File: src/hw/rtl/pdsum_pkg.sv
package pdsum_pkg;

  localparam int NUMBER_IN_W = 16;
  localparam int SUM_W       = 18;

  localparam logic [SUM_W-1:0] SUM_MAX = '1;

  // status of the shared divider as seen by the sequencer
  typedef struct packed {
    logic busy;
    logic done;
  } div_stat_t;

endpackage

File: src/hw/rtl/pdsum_if.sv
interface pdsum_in_if;
  logic                               valid;
  logic                               ready;
  logic [pdsum_pkg::NUMBER_IN_W-1:0]  number_in;

  modport source (output valid, output number_in, input ready);
  modport sink   (input valid, input number_in, output ready);
endinterface

interface pdsum_out_if;
  logic                          valid;
  logic                          ready;
  logic [pdsum_pkg::SUM_W-1:0]   divisor_sum;

  modport source (output valid, output divisor_sum, input ready);
  modport sink   (input valid, input divisor_sum, output ready);
endinterface

File: src/hw/rtl/proper_divisor_sum_unit.sv
// Sum of the proper divisors of the low NUMBER_BITS bits of number_in (0 for 0 and 1), by trial
// division with one shared restoring divider of min(NUMBER_BITS, 16) bits W. Trial divisors
// t = 2, 3, ... run until n / t < t, each trial as one full division in the divider. With the
// output free, the result register is loaded in the same cycle as the block goes back to idle,
// so the next number can be taken as soon as the result shows; numbers below 2 skip the divider.
// The block takes one number at a time: in_i.ready is high only while no number is in work.
// The result sits in an output register, so the next number may be taken while a result still
// waits. Sums above 2^18 - 1 saturate.
module proper_divisor_sum_unit #(
  parameter int NUMBER_BITS = 16
) (
  input  logic        clk_i,
  input  logic        rst_ni,
  pdsum_in_if.sink    in_i,
  pdsum_out_if.source out_o
);

  localparam int NW    = (NUMBER_BITS < pdsum_pkg::NUMBER_IN_W) ? NUMBER_BITS
                                                                 : pdsum_pkg::NUMBER_IN_W;
  localparam int SW    = pdsum_pkg::SUM_W;
  localparam int ACC_W = SW + 1;

  typedef enum logic [1:0] {
    ST_IDLE,
    ST_DIV,
    ST_DONE
  } state_e;

  state_e               state_q;
  logic [NW-1:0]        n_q, t_q, n_in;
  logic [NW-1:0]        quo, rem, div_dividend, div_divisor;
  logic [SW-1:0]        sum_q, sum_sat, out_data_q;
  logic                 out_valid_q, out_free;
  logic                 in_acc, trial_ok, div_start;
  logic [NW:0]          addend;
  logic [ACC_W-1:0]     sum_ext;
  pdsum_pkg::div_stat_t div_stat;

  assign n_in        = in_i.number_in[NW-1:0];
  assign in_i.ready  = (state_q == ST_IDLE);
  assign in_acc      = in_i.valid && in_i.ready;
  assign out_free    = !out_valid_q || out_o.ready;

  // n / t >= t is the same as t * t <= n
  assign trial_ok     = (state_q == ST_DIV) && div_stat.done && (quo >= t_q);
  assign div_start    = (in_acc && (n_in >= NW'(2))) || trial_ok;
  assign div_dividend = (state_q == ST_IDLE) ? n_in : n_q;
  assign div_divisor  = (state_q == ST_IDLE) ? NW'(2) : t_q + NW'(1);

  pdsum_div #(
    .W (NW)
  ) u_div (
    .clk_i       (clk_i),
    .rst_ni      (rst_ni),
    .start_i     (div_start),
    .dividend_i  (div_dividend),
    .divisor_i   (div_divisor),
    .quotient_o  (quo),
    .remainder_o (rem),
    .stat_o      (div_stat)
  );

  // root of a perfect square counts once
  always_comb begin
    addend = '0;
    if (rem == '0) begin
      addend = {1'b0, t_q} + ((quo == t_q) ? (NW + 1)'(0) : {1'b0, quo});
    end
  end

  assign sum_ext = ACC_W'(sum_q) + ACC_W'(addend);
  assign sum_sat = (sum_ext > ACC_W'(pdsum_pkg::SUM_MAX)) ? pdsum_pkg::SUM_MAX
                                                          : sum_ext[SW-1:0];

  always_ff @(posedge clk_i or negedge rst_ni) begin
    if (!rst_ni) begin
      state_q     <= ST_IDLE;
      out_valid_q <= 1'b0;
    end else begin
      if (state_q == ST_DONE && out_free) begin
        out_valid_q <= 1'b1;
      end else if (out_o.ready) begin
        out_valid_q <= 1'b0;
      end
      case (state_q)
        ST_IDLE: begin
          if (in_acc) begin
            n_q <= n_in;
            t_q <= NW'(2);
            if (n_in >= NW'(2)) begin
              sum_q   <= SW'(1);
              state_q <= ST_DIV;
            end else begin
              sum_q   <= '0;
              state_q <= ST_DONE;
            end
          end
        end
        ST_DIV: begin
          if (div_stat.done) begin
            if (quo >= t_q) begin
              sum_q <= sum_sat;
              t_q   <= t_q + NW'(1);
            end else begin
              state_q <= ST_DONE;
            end
          end
        end
        ST_DONE: begin
          if (out_free) begin
            out_data_q <= sum_q;
            state_q    <= ST_IDLE;
          end
        end
        default: begin
          state_q <= ST_IDLE;
        end
      endcase
    end
  end

  assign out_o.valid       = out_valid_q;
  assign out_o.divisor_sum = out_data_q;

endmodule

File: src/hw/rtl/pdsum_div.sv
module pdsum_div #(
  parameter int W = 16
) (
  input  logic                 clk_i,
  input  logic                 rst_ni,
  input  logic                 start_i,
  input  logic [W-1:0]         dividend_i,
  input  logic [W-1:0]         divisor_i,
  output logic [W-1:0]         quotient_o,
  output logic [W-1:0]         remainder_o,
  output pdsum_pkg::div_stat_t stat_o
);

  localparam int CNT_W = $clog2(W + 1);

  logic [W-1:0]     rem_q, quo_q, dvs_q;
  logic [CNT_W-1:0] cnt_q;
  logic             busy_q, done_q;
  logic [W:0]       trial, diff;
  logic             fits;

  // restoring division, one quotient bit per cycle
  assign trial = {rem_q, quo_q[W-1]};
  assign diff  = trial - {1'b0, dvs_q};
  assign fits  = trial >= {1'b0, dvs_q};

  always_ff @(posedge clk_i or negedge rst_ni) begin
    if (!rst_ni) begin
      busy_q <= 1'b0;
      done_q <= 1'b0;
      cnt_q  <= '0;
    end else begin
      done_q <= 1'b0;
      if (start_i) begin
        busy_q <= 1'b1;
        cnt_q  <= CNT_W'(W);
        rem_q  <= '0;
        quo_q  <= dividend_i;
        dvs_q  <= divisor_i;
      end else if (busy_q) begin
        rem_q <= fits ? diff[W-1:0] : trial[W-1:0];
        quo_q <= {quo_q[W-2:0], fits};
        cnt_q <= cnt_q - CNT_W'(1);
        if (cnt_q == CNT_W'(1)) begin
          busy_q <= 1'b0;
          done_q <= 1'b1;
        end
      end
    end
  end

  assign quotient_o  = quo_q;
  assign remainder_o = rem_q;
  assign stat_o.busy = busy_q;
  assign stat_o.done = done_q;

endmodule

File: src/flat_wrapper.sv
// flat-port wrapper written by rule: the top's interface ports become plain ports
module proper_divisor_sum_unit_flat 
#(
  parameter int NUMBER_BITS = 16
)
  (clk_i, rst_ni, in_i_valid, in_i_number_in, in_i_ready, out_o_valid, out_o_divisor_sum, out_o_ready);
  pdsum_in_if in_i_i ();
  pdsum_out_if out_o_i ();
  input  logic clk_i;
  input  logic rst_ni;
  input wire logic [$bits(in_i_i.valid)-1:0] in_i_valid;
  input wire logic [$bits(in_i_i.number_in)-1:0] in_i_number_in;
  output wire logic [$bits(in_i_i.ready)-1:0] in_i_ready;
  output wire logic [$bits(out_o_i.valid)-1:0] out_o_valid;
  output wire logic [$bits(out_o_i.divisor_sum)-1:0] out_o_divisor_sum;
  input wire logic [$bits(out_o_i.ready)-1:0] out_o_ready;
  assign in_i_i.valid = in_i_valid;
  assign in_i_i.number_in = in_i_number_in;
  assign in_i_ready = in_i_i.ready;
  assign out_o_valid = out_o_i.valid;
  assign out_o_divisor_sum = out_o_i.divisor_sum;
  assign out_o_i.ready = out_o_ready;
  proper_divisor_sum_unit #(.NUMBER_BITS(NUMBER_BITS)) u_core (.clk_i(clk_i), .rst_ni(rst_ni), .in_i(in_i_i), .out_o(out_o_i));
endmodule
File: config.mk
export PLATFORM = sky130hd
export DESIGN_NAME = proper_divisor_sum_unit_flat
export DESIGN_NICKNAME = d
export VERILOG_FILES = /design/src/hw/rtl/pdsum_pkg.sv /design/src/hw/rtl/pdsum_if.sv /design/src/hw/rtl/proper_divisor_sum_unit.sv /design/src/hw/rtl/pdsum_div.sv /design/src/flat_wrapper.sv
export SDC_FILE = /design/constraint.sdc
export NUM_CORES = 1
export LEC_CHECK = 0
export BUFFER_PORTS_ARGS = -buffer_cell sky130_fd_sc_hd__buf_2
export CAP_MARGIN = 20
export CELL_PAD_IN_SITES_DETAIL_PLACEMENT = 0
export CELL_PAD_IN_SITES_GLOBAL_PLACEMENT = 1
export CORE_MARGIN = 5
export CORE_UTILIZATION = 45
export DETAILED_ROUTE_END_ITERATION = 8
export PLACE_DENSITY = 0.82
export SLEW_MARGIN = 40
export SYNTH_ARGS = -nofsm -noshare
export SYNTH_HDL_FRONTEND = slang
export SYNTH_SLANG_ARGS = --single-unit
File: constraint.sdc
create_clock -name clk_i -period 4.9 [get_ports clk_i]
set_clock_uncertainty 0.15 [all_clocks]
set_input_delay 0.245 -clock clk_i [delete_from_list [all_inputs] [get_ports clk_i]]
set_output_delay 0.245 -clock clk_i [all_outputs]
set_load 0.1 [all_outputs]
==> summary.md <==
| Metric | Value |
|---|---|
| Worst-Margin Slew | `0.897 ns` |
| Post-synthesis xor/xnor area fraction | `4.50%` |
| Via count | `6419` |
| Number of enable flip-flop cells after synthesis | `116` |
| First-pass GRT wire length | `32.3 mm` |
| CTS Buf Count | `17` |
| Critical Path Start Type | `flop` |
| Worst reg2reg path depth | `24` |
| Core Box Area | `0.0179 mm2` |
| Syn Area/Cell | `10.3 um2` |
| # rows | `49` |
| Layout area overhead | `25.1%` |
| Longest Clk Path Bufs | `2` |
| Sequential share of the synthesized area | `45.7%` |
| Worst path required time | `4.91 ns` |
| Max Slew Vio Count | `0` |
| RSZ-0062 raised after global routing | `yes` |
| Minimum clock period | `4.89 ns` |
| Syn nets | `886` |
| Outcome | `finished, final reports clean` |
| Crit. End Element | `flop` |
| Final wirelength | `20.1 mm` |
| Setup TNS | `0 ns` |
| Final worst setup slack | `0.00915 ns` |
| Die Area | `0.0210 mm2` |
| Synth Area in Compound Gates | `15.7%` |
| CTS Root Cell | `clkbuf_16` |
| Power density over the cells | `578 mW/mm2` |
| Total track usage | `19.7%` |
| Max Clock Freq | `0.204 GHz` |
| Hold Crit Depth | `3` |
| Max VDD drop | `0.421 mV` |
| Die X-Extent | `145 um` |
| Final hold violations | `0` |
| Ys Warns | `0` |
| Die Ht | `145 um` |
| Primary FF master, synth | `edfxtp_1` |
| Final setup violation count | `0` |
| Largest net degree at the start of global routing | `36` |
| Logic pwr share | `47.6%` |
| Vias in the first global route | `6348` |
| RePlAce Congestion | `0.863` |
| DR WL/cell | `17.2 um` |
| Final HPWL DP | `14.1 mm` |
| Initial drt markers | `397` |
| Internal Power | `3540 uW` |
| Max-cap violations | `0` |
| Final ANT Viol Nets | `0` |
| DR pass1 iterations | `6` |
| WS Path Type | `flop to flop` |
| Layout cell share with drive strength beyond 1 | `23.1%` |
| HP Class | `input pin to flop` |
| Largest family of logic cells by synthesized area | `simple AND/OR/NAND/NOR gates` |
| Switching fraction of total power | `40.2%` |
| Dpl ws | `-0.213 ns` |
| Syn Inst Count | `795` |
| Io pins | `40` |
| Fin crit share | `99.8%` |
| Synth Cell Area | `0.00818 mm2` |
| Worst-path fanout max | `8` |
| Adder-Cell Fraction of Synth Area | `11.1%` |
| FF+latch count, synth | `126` |
| NetSw | `2370 uW` |
| Clock power share | `22.4%` |
| Starting density of the core | `45.7%` |
| Register share of total power | `30.0%` |
| Port-buffer cells | `39` |
| Finished Core Util | `57.1%` |
| Remaining DRCs | `0` |
| Leading cell type in the layout, fill and taps excluded | `edfxtp_1` |
| Vias per std cell | `5.49` |
| Rel. slew slack | `40.1%` |
| H-tree levels | `4` |
| Worst-Skew Late Latency | `0.43 ns` |
| Pleak | `0.00425 uW` |
| Critical Path AT | `4.90 ns` |
| Share of flip-flops with an asynchronous set or reset | `7.94%` |
| CTS sink count | `126` |
| Initial antenna violation count | `0` |
| Most frequent cells in the layout | `edfxtp_1 (116), nor2_1 (82), buf_4 (75), ha_1 (63), nand2_1 (56)` |
| Simple logic cell fraction of the synthesized area | `16.4%` |
| Fin Hold WS | `0.0449 ns` |
| CTS tree | `built` |
| CTS clk-pin slew, worst paths | `0.06 ns` |
| # diodes | `0` |
| Portion of netlist area occupied by mux cells | `2.57%` |
| Fin nets | `1018` |
| Yosys cell types | `70` |
| Total gr overflow | `0` |
synthesized netlist by cell type (3+ instances only):
library cell	number	share of area (%)
nand2_1	58	2.7
dfrtp_1	10	3.1
clkbuf_1	12	0.55
nand4_1	13	0.99
a31oi_1	5	0.38
and2_1	6	0.46
a21boi_0	3	0.28
nor3b_1	3	0.28
o21ai_0	56	3.4
a211oi_2	3	0.46
a311oi_1	6	0.64
or2_2	4	0.31
o21a_1	12	1.1
o211ai_1	7	0.64
o31a_1	3	0.32
xnor2_1	27	2.9
nor4_1	10	0.77
nor3_1	23	1.4
o31ai_1	5	0.46
a21oi_1	36	2.2
o21bai_1	3	0.28
nor2_1	84	3.9
ha_1	68	10
mux2i_1	21	2.6
nand3_1	9	0.55
edfxtp_1	116	43
nand2b_1	13	0.99
inv_1	53	2.4
and3_1	7	0.54
a211oi_1	14	1.3
a211o_1	4	0.43
nor2b_1	22	1.7
xor2_1	15	1.6
clkbuf_8	3	0.50
nand3b_1	3	0.28
fa_1	3	0.73
buf_2	3	0.18
a21o_1	13	1.2
cell type report:
class / instances / area [um2]
repair buffers: 135 / 998
multi-input cells: 594 / 4400
clock buffers: 17 / 425
flip-flops and latches: 126 / 3730
well taps: 229 / 287
inverters: 53 / 199
fillers: 1518 / 7670
clock inverters: 15 / 188
critical path: stages (launching register included):
cell and delay [ns]:
edfxtp_1 0.45, ha_4 0.30, nand4_1 0.21, nor4_4 0.35
buf_4 0.17, nor2_4 0.04, ha_4 0.16, inv_2 0.06
fa_2 0.22, nor2b_4 0.05, o21ai_2 0.17, a21oi_2 0.09
buf_4 0.14, o21a_1 0.18, a21oi_2 0.15, xor2_1 0.19
nor2_1 0.10, ha_1 0.30, a21o_1 0.18, a21o_1 0.18
a21oi_2 0.20, a21oi_4 0.10, o21ai_4 0.22, clkbuf_16 0.20
o21ai_0 0.07
power by group through the flow:
stage / registers, uW / logic [uW] / clock network (uW)
5_1_grt: 1800 / 3100 / 1390
4_1_cts: 1770 / 2690 / 1330
2_1_floorplan: 1860 / 1870 / 0
3_5_place_dp: 1790 / 2630 / 0
6_report: 1770 / 2810 / 1320
3_3_place_gp: 1780 / 2590 / 0
repair_timing:
action	CTS	global route
hold endpoints to repair	27	0
resized for setup	14	55
pin swaps	7	31
buffers inserted	5	12
hold buffers	18	0
setup endpoints to repair	18	18
cloned	0	1
cell families after synthesis:
logic type,after synthesis
AND/OR/NAND/NOR,269
AO/OA/AOI/OAI,191
flip-flops,126
buffers and inverters,75
adder cells (fa/ha/maj),71
XOR/XNOR,42
multiplexers,21
stage by stage:
stage               power [uW]  instances  cell area [um2]
floorplan                 3730        795             8180
global placement          4370       1101             9010
detailed placement        4410       1101             9010
CTS                       5800       1156             9890
global route              6290       1169            10200
finish                    5910       1169            10200
flip-flops by register name (all words and copies together), names as in the netlist:
signal / count
u_core.u_div.cnt_q: 5
u_core.u_div.quotient_o: 16
u_core.u_div.done_q: 1
u_core.t_q: 16
u_core.u_div.dvs_q: 16
u_core.u_div.remainder_o: 16
u_core.state_q: 2
u_core.sum_q: 18
u_core.u_div.busy_q: 1
u_core.n_q: 16
u_core.out_o.valid: 1
u_core.out_o.divisor_sum: 18
per-layer routing:
layer,GRT usage [%],wire length [um],vias up
li1,-,-,3200
met1,26.6,9190,3057
met2,31.9,9740,142
met3,3.52,874,20
met4,6.77,256,0
met5,0,0,-
path summary, 6_finish.rpt:
check / startpoint / endpoint / slack [ns]
setup / recovery: u_core.u_div.quotient_o[14]$_DFFE_PP_ / u_core.sum_q[12]$_SDFFCE_PN0P_ / 0.009
hold / removal: in_i_valid / u_core.state_q[0]$_DFFE_PN0P_ / 0.04
setup reg to reg: u_core.u_div.quotient_o[14]$_DFFE_PP_ / u_core.sum_q[12]$_SDFFCE_PN0P_ / 0.009
hold reg to reg: u_core.sum_q[9]$_SDFFCE_PN0P_ / u_core.out_o.divisor_sum[9]$_DFFE_PP_ / 0.31
max in group asynchronous: rst_ni / u_core.u_div.done_q$_DFF_PN0_ / 3.91
min in group asynchronous: rst_ni / u_core.u_div.cnt_q[0]$_DFFE_PN0N_ / 0.26
No activity file was read; power rests on OpenSTA's default activity.
